<file path="src/rtl/ctlgw_pkg.sv">
// Package: constants, job type and glyph ROM of the centred text-line glyph writer
package ctlgw_pkg;

  localparam int DISPLAY_COLUMNS = 128;
  localparam int PAGE_ROWS       = 4;
  localparam int CELL_WIDTH      = 6;

  localparam int GLYPH_COLS      = 5;
  localparam int WRITES_PER_CHAR = 6;
  localparam int FIT_LEN         = DISPLAY_COLUMNS / CELL_WIDTH;
  localparam int MAX_LEN         = (FIT_LEN < 31) ? FIT_LEN : 31;

  localparam int CUR_W  = $clog2(DISPLAY_COLUMNS + 1);
  localparam int LEN_W  = 5;
  localparam int PAGE_W = 3;
  localparam int CODE_W = 8;
  localparam int ADDR_W = 9;
  localparam int DATA_W = 8;
  localparam int CNT_W  = 3;
  localparam int IDX_W  = 5;

  localparam logic [CODE_W-1:0] CHAR_A = 8'h41;
  localparam logic [CODE_W-1:0] CHAR_Z = 8'h5A;

  typedef struct packed {
    logic [ADDR_W-1:0] base_addr;
    logic [CNT_W-1:0]  count;
    logic              letter;
    logic [IDX_W-1:0]  glyph_idx;
  } job_t;

  localparam logic [DATA_W-1:0] GLYPH_ROM [26][5] = '{
    '{8'h7E, 8'h11, 8'h11, 8'h11, 8'h7E}, '{8'h7F, 8'h49, 8'h49, 8'h49, 8'h36},
    '{8'h3E, 8'h41, 8'h41, 8'h41, 8'h22}, '{8'h7F, 8'h41, 8'h41, 8'h22, 8'h1C},
    '{8'h7F, 8'h49, 8'h49, 8'h49, 8'h41}, '{8'h7F, 8'h09, 8'h09, 8'h09, 8'h01},
    '{8'h3E, 8'h41, 8'h49, 8'h49, 8'h7A}, '{8'h7F, 8'h08, 8'h08, 8'h08, 8'h7F},
    '{8'h00, 8'h41, 8'h7F, 8'h41, 8'h00}, '{8'h20, 8'h40, 8'h41, 8'h3F, 8'h01},
    '{8'h7F, 8'h08, 8'h14, 8'h22, 8'h41}, '{8'h7F, 8'h40, 8'h40, 8'h40, 8'h40},
    '{8'h7F, 8'h02, 8'h0C, 8'h02, 8'h7F}, '{8'h7F, 8'h04, 8'h08, 8'h10, 8'h7F},
    '{8'h3E, 8'h41, 8'h41, 8'h41, 8'h3E}, '{8'h7F, 8'h09, 8'h09, 8'h09, 8'h06},
    '{8'h3E, 8'h41, 8'h51, 8'h21, 8'h5E}, '{8'h7F, 8'h09, 8'h19, 8'h29, 8'h46},
    '{8'h46, 8'h49, 8'h49, 8'h49, 8'h31}, '{8'h01, 8'h01, 8'h7F, 8'h01, 8'h01},
    '{8'h3F, 8'h40, 8'h40, 8'h40, 8'h3F}, '{8'h1F, 8'h20, 8'h40, 8'h20, 8'h1F},
    '{8'h3F, 8'h40, 8'h38, 8'h40, 8'h3F}, '{8'h63, 8'h14, 8'h08, 8'h14, 8'h63},
    '{8'h07, 8'h08, 8'h70, 8'h08, 8'h07}, '{8'h61, 8'h51, 8'h49, 8'h45, 8'h43}
  };

  function automatic logic [DATA_W-1:0] glyph_byte(
    input logic             letter,
    input logic [IDX_W-1:0] idx,
    input logic [CNT_W-1:0] col
  );
    logic [DATA_W-1:0] d;
    d = '0;
    if (letter && ({1'b0, col} < 4'(GLYPH_COLS)) && ({1'b0, idx} < 6'd26)) begin
      d = GLYPH_ROM[idx][col];
    end
    return d;
  endfunction

endpackage

</file>
<file path="src/rtl/ctlgw_line_ctrl.sv">
// Line state: length cap, centring, cursor advance and job formation per character
module ctlgw_line_ctrl (
  input  logic                          clk,
  input  logic                          rst_n,
  input  logic                          in_valid,
  output logic                          in_ready,
  input  logic [ctlgw_pkg::PAGE_W-1:0]  in_page,
  input  logic [ctlgw_pkg::CODE_W-1:0]  in_char_code,
  input  logic [ctlgw_pkg::CODE_W-1:0]  in_line_length,
  input  logic                          in_first_char,
  output logic                          job_valid,
  input  logic                          job_ready,
  output ctlgw_pkg::job_t               job
);
  import ctlgw_pkg::*;

  logic [CUR_W-1:0]  cursor_r, cursor_nxt;
  logic [LEN_W-1:0]  index_r, index_nxt;
  logic [LEN_W-1:0]  cap_r, cap_nxt;
  logic [PAGE_W-1:0] page_r, page_nxt;

  logic [LEN_W-1:0]  len_c;
  logic [CUR_W:0]    start_w;
  logic [CUR_W-1:0]  cur_e;
  logic [LEN_W-1:0]  idx_e, cap_e;
  logic [PAGE_W-1:0] page_e;
  logic              active, page_ok, accept;
  logic [CUR_W:0]    rem;
  logic [CNT_W-1:0]  count;

  assign accept   = in_valid && in_ready;
  assign in_ready = job_ready;

  always_comb begin
    if (in_line_length > CODE_W'(MAX_LEN)) begin
      len_c = LEN_W'(MAX_LEN);
    end else begin
      len_c = in_line_length[LEN_W-1:0];
    end
    start_w = ((CUR_W+1)'(DISPLAY_COLUMNS) - (CUR_W+1)'(len_c) * (CUR_W+1)'(CELL_WIDTH)) >> 1;
    if (in_first_char) begin
      cur_e  = start_w[CUR_W-1:0];
      idx_e  = '0;
      cap_e  = len_c;
      page_e = in_page;
    end else begin
      cur_e  = cursor_r;
      idx_e  = index_r;
      cap_e  = cap_r;
      page_e = page_r;
    end
    active  = idx_e < cap_e;
    page_ok = {1'b0, page_e} < (PAGE_W+1)'(PAGE_ROWS);
    rem     = (CUR_W+1)'(DISPLAY_COLUMNS) - (CUR_W+1)'(cur_e);
    if (!active || !page_ok || ({1'b0, cur_e} >= (CUR_W+1)'(DISPLAY_COLUMNS))) begin
      count = '0;
    end else if (rem >= (CUR_W+1)'(WRITES_PER_CHAR)) begin
      count = CNT_W'(WRITES_PER_CHAR);
    end else begin
      count = rem[CNT_W-1:0];
    end

    job.base_addr = ADDR_W'(32'(page_e) * DISPLAY_COLUMNS + 32'(cur_e));
    job.count     = count;
    job.letter    = (in_char_code >= CHAR_A) && (in_char_code <= CHAR_Z);
    job.glyph_idx = IDX_W'(in_char_code - CHAR_A);
    job_valid     = in_valid && (count != '0);

    cursor_nxt = cur_e;
    index_nxt  = idx_e;
    cap_nxt    = cap_e;
    page_nxt   = page_e;
    if (active) begin
      cursor_nxt = CUR_W'(cur_e + CUR_W'(CELL_WIDTH));
      index_nxt  = idx_e + LEN_W'(1);
    end
  end

  always_ff @(posedge clk) begin
    if (!rst_n) begin
      cursor_r <= '0;
      index_r  <= '0;
      cap_r    <= '0;
      page_r   <= '0;
    end else if (accept) begin
      cursor_r <= cursor_nxt;
      index_r  <= index_nxt;
      cap_r    <= cap_nxt;
      page_r   <= page_nxt;
    end
  end

endmodule

</file>
<file path="src/rtl/ctlgw_col_emit.sv">
// Column emitter: holds one character job and issues its writes one per cycle unless out_ready stalls
module ctlgw_col_emit (
  input  logic                          clk,
  input  logic                          rst_n,
  input  logic                          job_valid,
  output logic                          job_ready,
  input  ctlgw_pkg::job_t               job,
  output logic                          out_valid,
  input  logic                          out_ready,
  output logic [ctlgw_pkg::ADDR_W-1:0]  out_write_address,
  output logic [ctlgw_pkg::DATA_W-1:0]  out_write_data,
  output logic                          out_last_write
);
  import ctlgw_pkg::*;

  job_t              job_r;
  logic              busy_r;
  logic [CNT_W-1:0]  col_r;
  logic              out_valid_r;
  logic [ADDR_W-1:0] addr_r;
  logic [DATA_W-1:0] data_r;
  logic              last_r;
  logic              step, last;

  assign step      = busy_r && (!out_valid_r || out_ready);
  assign last      = col_r == (job_r.count - CNT_W'(1));
  assign job_ready = !busy_r || (step && last);

  always_ff @(posedge clk) begin
    if (!rst_n) begin
      busy_r <= 1'b0;
      col_r  <= '0;
    end else if (job_valid && job_ready) begin
      busy_r <= 1'b1;
      col_r  <= '0;
    end else if (step && last) begin
      busy_r <= 1'b0;
    end else if (step) begin
      col_r <= col_r + CNT_W'(1);
    end
  end

  always_ff @(posedge clk) begin
    if (job_valid && job_ready) begin
      job_r <= job;
    end
  end

  always_ff @(posedge clk) begin
    if (!rst_n) begin
      out_valid_r <= 1'b0;
    end else if (step) begin
      out_valid_r <= 1'b1;
    end else if (out_ready) begin
      out_valid_r <= 1'b0;
    end
  end

  always_ff @(posedge clk) begin
    if (step) begin
      addr_r <= job_r.base_addr + ADDR_W'(col_r);
      data_r <= glyph_byte(job_r.letter, job_r.glyph_idx, col_r);
      last_r <= last;
    end
  end

  assign out_valid         = out_valid_r;
  assign out_write_address = addr_r;
  assign out_write_data    = data_r;
  assign out_last_write    = last_r;

endmodule

</file>
<file path="src/rtl/centered_text_line_glyph_writer.sv">
// Top level of the centred text-line glyph writer
// A character's first write is registered in the column emitter after its job is captured.
// Throughput: one write per cycle, set by the single output write port, unless out_ready stalls;
// a character makes up to 6 writes; characters with no writes are taken with no emitter job.
// Reset (rst_n low, synchronous) clears cursor, index, length, page and all valid flags.
module centered_text_line_glyph_writer (
  input  logic                          clk,
  input  logic                          rst_n,
  input  logic                          in_valid,
  output logic                          in_ready,
  input  logic [ctlgw_pkg::PAGE_W-1:0]  in_page,
  input  logic [ctlgw_pkg::CODE_W-1:0]  in_char_code,
  input  logic [ctlgw_pkg::CODE_W-1:0]  in_line_length,
  input  logic                          in_first_char,
  output logic                          out_valid,
  input  logic                          out_ready,
  output logic [ctlgw_pkg::ADDR_W-1:0]  out_write_address,
  output logic [ctlgw_pkg::DATA_W-1:0]  out_write_data,
  output logic                          out_last_write
);
  import ctlgw_pkg::*;

  logic job_valid, job_ready;
  job_t job;

  ctlgw_line_ctrl u_line_ctrl (
    .clk            (clk),
    .rst_n          (rst_n),
    .in_valid       (in_valid),
    .in_ready       (in_ready),
    .in_page        (in_page),
    .in_char_code   (in_char_code),
    .in_line_length (in_line_length),
    .in_first_char  (in_first_char),
    .job_valid      (job_valid),
    .job_ready      (job_ready),
    .job            (job)
  );

  ctlgw_col_emit u_col_emit (
    .clk               (clk),
    .rst_n             (rst_n),
    .job_valid         (job_valid),
    .job_ready         (job_ready),
    .job               (job),
    .out_valid         (out_valid),
    .out_ready         (out_ready),
    .out_write_address (out_write_address),
    .out_write_data    (out_write_data),
    .out_last_write    (out_last_write)
  );

endmodule

</file>
<file path="config.mk">
export PLATFORM = sky130hd
export DESIGN_NAME = centered_text_line_glyph_writer
export DESIGN_NICKNAME = d
export VERILOG_FILES = /design/src/rtl/ctlgw_pkg.sv /design/src/rtl/ctlgw_line_ctrl.sv /design/src/rtl/ctlgw_col_emit.sv /design/src/rtl/centered_text_line_glyph_writer.sv
export SDC_FILE = /design/constraint.sdc
export NUM_CORES = 1
export LEC_CHECK = 0
export ABC_AREA = 0
export BUFFER_PORTS_ARGS = -buffer_cell sky130_fd_sc_hd__buf_2
export CAP_MARGIN = 20
export CORE_MARGIN = 8
export CORE_UTILIZATION = 35
export DETAILED_ROUTE_END_ITERATION = 8
export PLACE_DENSITY_LB_ADDON = 0.12
export SLEW_MARGIN = 20
export SYNTH_ARGS = -nofsm -noshare
export SYNTH_HDL_FRONTEND = slang
export SYNTH_SLANG_ARGS = --single-unit
</file>
<file path="constraint.sdc">
create_clock -name clk -period 5.1 [get_ports clk]
set_input_delay 0.255 -clock clk [delete_from_list [all_inputs] [get_ports clk]]
set_output_delay 0.255 -clock clk [all_outputs]
set_load 0.01 [all_outputs]
</file>
==> results.py, run 1 <==
metrics = {
    "status": {
        "status": "finished, final reports clean",
    },
    "synth": {
        "ys_seq_elements": 61,
        "ys.flop_type": "edfxtp_1",
        "synth.area.top_cells": "edfxtp_1 (21%), dfxtp_1 (11%), ha_1 (8.3%), a21oi_1 (5.4%), nor2_1 (4.1%)",
        "netlist_instances": 598,
        "synth-seq-area-share_pct": 31.7,
        "synth_area_um2": 4950,
        "synth_area_leader_cell": "edfxtp_1",
        "avgSynthCellArea_um2": 8.28,
        "synth.distinct_cells": 71,
        "synth_nets": 657,
        "yosysTopAreaCellShare_pct": 21.2,
        "synth_edf_count": 35,
        "async_reset_ff_share_pct": 0,
        "yosys_warnings": 0,
    },
    "finish": {
        "final_common_cell": "nor2_1",
        "num-fill-cells": 1420,
        "num-nets-final": 684,
        "layout-drive-gt1-share_pct": 12.9,
        "layout_common_cells": "nor2_1 (54), a21oi_1 (53), nand2_1 (51)",
        "post-route-util_pct": 41.0,
        "area_delta_synth_final_pct": 14.4,
        "antennaDiodeCount": 0,
    },
    "clock_tree": {
        "cts_tree": "built",
        "numClockSinks": 61,
        "post_cts_resized": 0,
        "htree_num_levels": 3,
        "holdBufCountCts": 0,
        "root_buffer": "clkbuf_16",
        "numCtsBuffers": 9,
        "clock_latency_ns": 0.34,
        "clk_path_buf_depth": 2,
        "clk_pin_slew_ns": 0.06,
        "cts_setup_buffers": 0,
    },
    "setup_path": {
        "cp_data_required_time_ns": 5.12,
        "startpoint": "in_line_length[6]",
        "critPathTopFamily": "simple AND/OR/NAND/NOR gates",
        "path_buf_inv": 5,
        "cp-end-kind": "register",
        "worstPathArrival_ns": 4.45,
        "cpMaxStageDelayCell": "fa_1",
        "reg2reg_from": "u_col_emit.col_r[0]",
        "start_kind": "input pin",
        "crit_chain": "buf_2 > or3_1 > a21oi_1 > nand2_1 > inv_1 > ha_1 > inv_1 > fa_1 > or3b_1 > a211oi_1 > xnor2_1 > mux2i_1 > inv_1 > a211oi_1 > a211oi_1 > nand4_1 > and2_1 > buf_4",
        "path_max_fanout": 18,
        "worstSetupPathType": "input pin to register",
        "cpPeakStageDelay_ns": 0.57,
    },
    "global_routing": {
        "grt_use_total_pct": 14.5,
        "overflow": 0,
        "grt_pass1_vias": 4303,
        "antenna_found_initial": 0,
        "grt_start_max_net_pins": 51,
        "grt_pass1_wl_mm": 21.4,
    },
    "power_and_ir_drop": {
        "swShare_pct": 29.6,
        "leakagePower_nw": 2.29,
        "p_per_area_nw_per_um2": 314,
        "p_seq_share_pct": 34.7,
        "p_sw_mw": 0.527,
        "p_int_mw": 1.25,
        "combPwrFrac_pct": 24.7,
        "power_frac_clock_pct": 40.6,
        "peakVddDrop_mv": 0.151,
    },
    "timing": {
        "fmax_ghz": 0.226,
        "rsz0062_at_grt": "no",
        "finalCritPeriodShare_pct": 86.9,
        "slew_viol_final": 0,
        "worstMarginPinSlew_ns": 0.950,
        "min_period_ns": 4.43,
        "skew_ns": 0.00933,
        "setup_tns_ns": 0,
        "setup_viol": 0,
        "timing.slew.headroom_pct": 36.6,
        "final-hold-violation-count": 0,
    },
    "floorplanning": {
        "num_rows": 43,
        "initial_core_util_pct": 35.8,
        "io_pins": 44,
        "die_w_um": 135,
        "fp.coreArea_um2": 13800,
        "die-area_um2": 18200,
        "die_h_um": 135,
    },
    "route": {
        "routed_wl_mm": 13.3,
        "drt_iter0_markers": 458,
        "route.detailed.drc": 0,
        "drtAntennaViolNets": 0,
        "vias_per_cell": 5.57,
        "vias": 4508,
        "drt_first_pass_iters": 5,
        "post_drt_wl_per_cell_um": 16.4,
    },
    "placed_design": {
        "place_congestion": 0.905,
        "dp_hpwl_mm": 9.77,
        "numPortBuffers": 42,
    },
    "worst_hold_path": {
        "min-delay-start": "in_page[2]",
        "hold_path.class": "input pin to register",
    },
    "run": {
        "drv_cap": 0,
    },
}
## flip-flops by register name (all words and copies together), names as in the netlist
name,flops
u_line_ctrl.index_r,5
u_line_ctrl.cap_r,5
u_col_emit.out_valid,1
u_col_emit.out_last_write,1
u_col_emit.out_write_address,9
u_line_ctrl.cursor_r,8
u_line_ctrl.page_r,3
u_col_emit.out_write_data,7
u_col_emit.job_r,18
u_col_emit.busy_r,1
u_col_emit.col_r,3
## metrics by stage
step           cell area [um2]  instances  setup slack, ns  total power, mW  hold WS [ns]
2_1_floorplan             4950        598            0.450            0.940         0.394
3_3_place_gp              5310        794            0.476             1.06         0.440
3_5_place_dp              5310        794            0.340             1.06         0.448
4_1_cts                   5660        810            0.698             1.80         0.186
5_1_grt                   5660        810            0.217             1.87         0.201
6_report                  5660        810            0.670             1.78         0.201
## routing by layer
metal | wire length (um) | share of wire, % | GRT usage [%]
met1 | 5800 | 44 | 17.3
met2 | 6340 | 48 | 24.3
met3 | 764 | 5.8 | 3.71
met4 | 354 | 2.7 | 6.23
met5 | 0 | 0 | 0
## cell type report
type                    count  area, um2  area share, %
flip-flops and latches     61       1570           27.7
clock inverters             4       93.8           1.66
well taps                 180        225           3.98
repair buffers             52        285           5.04
inverters                  37        139           2.45
multi-input cells         464       3090           54.6
clock buffers              12        256           4.53
## worst register-to-register path, delay by kind of cell (launching register included)
kind | cells | cell delay, ns
compound gates | 1 | 0.59
xor+xnor | 1 | 0.21
flops | 1 | 0.94
buf+inv | 1 | 0.24
simple gates | 4 | 1.07
## worst paths after layout
kind                            to  slack, ns  depth (start not counted)
min          u_line_ctrl.page_r[2]       0.20                          3
max            u_col_emit.job_r[1]       0.67                         18
min reg2reg   u_line_ctrl.cap_r[2]       0.45                          2
max reg2reg    u_col_emit.job_r[1]       1.73                          7
## Yosys cell counts (7+ instances only)
library cell,n
or3_1,7
nand2_1,51
xnor2_1,22
ha_1,33
o21ai_0,38
nand3_1,14
o22ai_1,7
a211oi_1,23
nand4_1,7
nor2b_1,16
clkbuf_1,25
a21oi_1,53
dfxtp_1,26
edfxtp_1,35
mux2i_1,12
inv_1,35
nor3_1,12
a21o_1,8
xor2_1,10
nor2_1,54
## cell families after synthesis
logic type                 Yosys count  share of synthesized area [%]
muxes                               14                           3.11
DFF                                 61                           31.7
and+or+nand+nor                    193                           19.2
buffers and inverters               73                           5.84
AOI/OAI and AO/OA                  189                           25.2
xor gates and xnor gates            32                           5.66
adders and majority gates           35                           9.15
other                                1                         0.0757
## power by group through the flow
stage,combinational [mW],sequential [mW],clock [mW]
after floorplan,0.320,0.620,0
after global placement,0.437,0.627,0
after detailed placement,0.436,0.628,0
after CTS,0.439,0.618,0.739
after global routing,0.489,0.624,0.759
final,0.439,0.618,0.722
Note: power is estimated with default switching activity, not from simulation.
==> inputs of run 2 (changes only) <==
Settings changed: MAX_ROUTING_LAYER set to met4.
Clock period 5.1 ns to 4.5 ns, I/O delays scaled along.
==> run 2 against run 1 <==
Net effect: die area is the same; wire length grew 0.82%; critical path type unchanged; clock skew shrank 0.0030 ns; critical path depth shrank 2.
==> results.py, run 2 (synthesis gave the netlist of run 1 again) <==
metrics = {
    "route": {
        "highest-signal-layer": "met4",
        "vias_per_cell": 5.54,
        "drtAntennaViolNets": 0,
        "wl_met1_mm": 5.76,
        "drt_first_pass_iters": 5,
        "drt_iter0_markers": 416,
        "post_drt_wl_per_cell_um": 16.2,
        "routed_wl_mm": 13.4,
        "vias": 4582,
        "wl_met3_um": 727,
        "met2_length_mm": 6.49,
        "route.detailed.drc": 0,
    },
    "finish": {
        "post-route-util_pct": 41.6,
        "largest_reg_flops": 18,
        "num-fill-cells": 1406,
        "design_area_um2": 5760,
        "antennaDiodeCount": 0,
        "num-nets-final": 701,
        "layout_common_cells": "nor2_1 (54), a21oi_1 (53), nand2_1 (51)",
        "final_common_cell": "nor2_1",
        "area_delta_synth_final_pct": 16.3,
        "top_register": "u_col_emit.job_r",
        "final_cells": 827,
        "layout-drive-gt1-share_pct": 15.3,
    },
    "power_and_ir_drop": {
        "swShare_pct": 30.5,
        "p_sw_mw": 0.589,
        "p_int_mw": 1.34,
        "power_frac_clock_pct": 37.1,
        "peakVddDrop_mv": 0.175,
        "p_seq_share_pct": 36.0,
        "leakagePower_nw": 2.35,
        "p_total_mw": 1.93,
        "combPwrFrac_pct": 26.8,
        "p_per_area_nw_per_um2": 336,
    },
    "setup_path": {
        "path_max_fanout": 18,
        "start_kind": "input pin",
        "cp-end-kind": "register",
        "worstPathArrival_ns": 4.13,
        "cp_data_required_time_ns": 4.48,
        "worstSetupPathType": "input pin to register",
    },
    "clock_tree": {
        "clk_pin_slew_ns": 0.05,
        "numClockSinks": 61,
        "htree_num_levels": 3,
        "clock_latency_ns": 0.33,
        "root_buffer": "clkbuf_16",
        "cts_setup_buffers": 0,
        "post_cts_resized": 0,
        "numCtsBuffers": 9,
        "clk_path_buf_depth": 2,
        "cts_tree": "built",
        "holdBufCountCts": 0,
    },
    "floorplanning": {
        "die-area_um2": 18200,
        "die_h_um": 135,
        "num_rows": 43,
        "die_w_um": 135,
        "fp.coreArea_um2": 13800,
        "io_pins": 44,
        "initial_core_util_pct": 35.8,
    },
    "timing": {
        "finalCritPeriodShare_pct": 92.0,
        "skew_ns": 0.00636,
        "min_period_ns": 4.14,
        "setup_viol": 0,
        "final-hold-violation-count": 0,
        "fmax_ghz": 0.241,
        "slew_viol_final": 0,
        "worstMarginPinSlew_ns": 0.959,
        "timing.slew.headroom_pct": 35.8,
        "rsz0062_at_grt": "no",
        "final.setup.worst_slack_ns": 0.358,
    },
    "placed_design": {
        "placed_area_um2": 5440,
        "dp_hpwl_mm": 10.1,
        "place_congestion": 0.913,
        "numPortBuffers": 42,
        "pre_cts_slack_ns": -0.0101,
        "place_inst": 811,
    },
    "worst_hold_path": {
        "hold_path.class": "input pin to register",
    },
    "global_routing": {
        "grt_pass1_wl_mm": 22.0,
        "grt_pass1_vias": 4441,
        "antenna_found_initial": 0,
        "overflow": 0,
        "grt_start_max_net_pins": 40,
        "grt_use_total_pct": 15.3,
    },
    "status": {
        "status": "finished, final reports clean",
    },
    "run": {
        "drv_cap": 0,
    },
}
[run 2: cell type report]
cell class,count,area [um2],share of cell area [%]
multi-input cells,464,3100,53.8
flip-flops and latches,61,1570,27.3
clock buffers,11,233,4.04
well taps,180,225,3.91
inverters,37,139,2.41
repair buffers,69,413,7.17
clock inverters,5,76.3,1.33
[run 2: per-layer routing]
layer	GRT usage [%]	vias up
li1	-	2274
met1	17.6	2118
met2	25.2	154
met3	3.31	36
met4	7.03	0
met5	-	-
[run 2: worst paths after layout]
check / start / endpoint / slack, ns / cells past startpoint
max: in_line_length[6] / u_col_emit.job_r[0] / 0.36 / 16
min: in_page[2] / u_line_ctrl.page_r[2] / 0.18 / 3
max reg2reg: u_col_emit.col_r[2] / u_line_ctrl.cursor_r[7] / 1.32 / 8
min reg2reg: u_line_ctrl.page_r[2] / u_line_ctrl.page_r[2] / 0.45 / 2
[run 2: power groups by stage]
| stage | clock network [mW] | registers [mW] | logic [mW] |
|---|---|---|---|
| after floorplan | 0 | 0.703 | 0.363 |
| after global placement | 0 | 0.706 | 0.514 |
| after detailed placement | 0 | 0.707 | 0.516 |
| after CTS | 0.741 | 0.696 | 0.519 |
| after global routing | 0.762 | 0.702 | 0.578 |
| final | 0.718 | 0.696 | 0.518 |
[run 2: worst max-delay path, stage by stage]
cell and delay (ns):
buf_2 0.09, or3_1 0.38, a21oi_1 0.17, nand2_1 0.09, inv_1 0.07, ha_1 0.20
inv_1 0.07, fa_1 0.49, or3b_1 0.42, a211oi_1 0.35, nand3_1 0.15, a211oi_1 0.30
a211oi_2 0.12, o32a_1 0.37, nor3_4 0.21, and2_2 0.42
[run 2: per-stage QoR]
step / hold slack (ns) / setup TNS [ns]
finish: 0.184 / 0
global route: 0.221 / 0
CTS: 0.167 / 0
detailed placement: 0.448 / -0.166
global placement: 0.439 / 0
floorplan: 0.364 / 0
==> inputs of run 3 (changes only) <==
Settings changed: REMOVE_ABC_BUFFERS set to 1.
==> run 3 against run 2 <==
Net effect: sequential share of layout area shrank 0.42 points; wire length increased by 1.0%; die area unchanged; largest cell class unchanged.
==> results.py, run 3 (synthesis gave the netlist of run 1 again) <==
metrics = {
    "placed_design": {
        "placed_area_um2": 5480,
        "place_congestion": 0.949,
        "place_inst": 816,
        "dp_hpwl_mm": 10.1,
        "numPortBuffers": 42,
        "pre_cts_slack_ns": 0.0283,
    },
    "setup_path": {
        "cp_data_required_time_ns": 4.53,
        "path_buf_inv": 4,
        "worstSetupPathType": "input pin to register",
        "cp-end-kind": "register",
        "cpMaxStageDelayCell": "fa_1",
        "critPathTopFamily": "simple AND/OR/NAND/NOR gates",
        "worstPathArrival_ns": 4.14,
        "start_kind": "input pin",
        "path_max_fanout": 11,
        "cpPeakStageDelay_ns": 0.50,
        "crit_chain": "buf_2 > or3_1 > a21oi_1 > nand2_1 > inv_1 > ha_1 > inv_1 > fa_1 > or3b_1 > a211oi_1 > a21oi_1 > nor2_1 > a211oi_1 > o32a_1 > nor3_4 > and2_1 > buf_4",
    },
    "power_and_ir_drop": {
        "peakVddDrop_mv": 0.163,
        "leakagePower_nw": 2.40,
        "p_per_area_nw_per_um2": 357,
    },
    "status": {
        "status": "finished, final reports clean",
    },
    "finish": {
        "layout-drive-gt1-share_pct": 16.0,
        "design_area_um2": 5850,
        "area_delta_synth_final_pct": 18.1,
        "antennaDiodeCount": 0,
        "largest_reg_flops": 18,
        "num-nets-final": 706,
        "top_register": "u_col_emit.job_r",
        "layout_common_cells": "nor2_1 (54), a21oi_1 (53), nand2_1 (51)",
        "final_common_cell": "nor2_1",
        "final_cells": 832,
    },
    "route": {
        "vias": 4589,
        "vias_per_cell": 5.52,
        "post_drt_wl_per_cell_um": 16.2,
        "drtAntennaViolNets": 0,
        "routed_wl_mm": 13.5,
        "drt_iter0_markers": 383,
        "route.detailed.drc": 0,
        "drt_first_pass_iters": 5,
    },
    "timing": {
        "setup_viol": 0,
        "whs_ns": 0.170,
        "worstMarginPinSlew_ns": 0.809,
        "finalCritPeriodShare_pct": 91.3,
        "timing.slew.headroom_pct": 46.0,
        "setup_tns_ns": 0,
        "slew_viol_final": 0,
        "rsz0062_at_grt": "no",
        "fmax_ghz": 0.243,
        "final-hold-violation-count": 0,
        "min_period_ns": 4.11,
        "skew_ns": 0.00651,
        "final.setup.worst_slack_ns": 0.393,
    },
    "clock_tree": {
        "numClockSinks": 61,
        "clock_latency_ns": 0.33,
        "cts_setup_buffers": 0,
        "clk_pin_slew_ns": 0.05,
        "holdBufCountCts": 0,
        "post_cts_resized": 0,
        "numCtsBuffers": 9,
        "htree_num_levels": 3,
        "cts_tree": "built",
        "root_buffer": "clkbuf_16",
        "clk_path_buf_depth": 2,
    },
    "floorplanning": {
        "fp.coreArea_um2": 13800,
        "num_rows": 43,
        "io_pins": 44,
        "initial_core_util_pct": 35.8,
        "die_w_um": 135,
        "die_h_um": 135,
        "die-area_um2": 18200,
    },
    "global_routing": {
        "grt_start_max_net_pins": 36,
        "grt_pass1_vias": 4656,
        "grt_pass1_wl_mm": 22.1,
        "overflow": 0,
        "grt_use_total_pct": 15.3,
        "antenna_found_initial": 0,
    },
    "run": {
        "drv_cap": 0,
    },
    "worst_hold_path": {
        "hold_path.class": "input pin to register",
    },
}
run 3: worst reg2reg max path: stages (launching register included):
cell	delay [ns]
dfxtp_1	0.40
nor2b_1	0.20
ha_1	0.27
a21o_1	0.16
a21o_1	0.17
a21o_1	0.18
or2_2	0.38
nor4_1	0.32
buf_4	0.17
nand2_1	0.06
or4_1	0.47
o211ai_1	0.11
run 3: path summary, 6_finish.rpt:
check	from	slack (ns)	depth (start not counted)	end
setup / recovery	in_line_length[6]	0.39	17	u_col_emit.job_r[8]
hold / removal	in_page[1]	0.17	3	u_line_ctrl.page_r[1]
setup reg to reg	u_line_ctrl.index_r[2]	1.53	11	u_line_ctrl.cursor_r[7]
hold reg to reg	u_line_ctrl.cursor_r[1]	0.45	2	u_line_ctrl.cursor_r[1]
run 3: metrics by stage:
step / utilization [%] / total power, mW
after global placement: 39.6 / 1.23
after detailed placement: 39.6 / 1.23
after CTS: 42.3 / 2.11
final: 42.3 / 2.09
after floorplan: - / 1.05
after global routing: 42.3 / 2.19
run 3: power breakdown:
| group | internal (mW) | switching (mW) |
|---|---|---|
| clock network | 0.600 | 0.264 |
| logic | 0.210 | 0.316 |
| registers | 0.658 | 0.0392 |
run 3: per-layer routing:
metal	up-vias	wire length, um	track usage, %
met5	-	0	-
met4	0	418	7.03
met3	31	523	2.60
met2	124	6530	25.6
met1	2150	6030	17.6
li1	2284	-	-
run 3: area by class of cell:
| type | count | area [um2] |
|---|---|---|
| clock buffers | 9 | 225 |
| flip-flops and latches | 61 | 1570 |
| repair buffers | 74 | 450 |
| fillers | 1375 | 7980 |
| clock inverters | 7 | 145 |
| inverters | 37 | 139 |
| well taps | 180 | 225 |
| multi-input cells | 464 | 3090 |
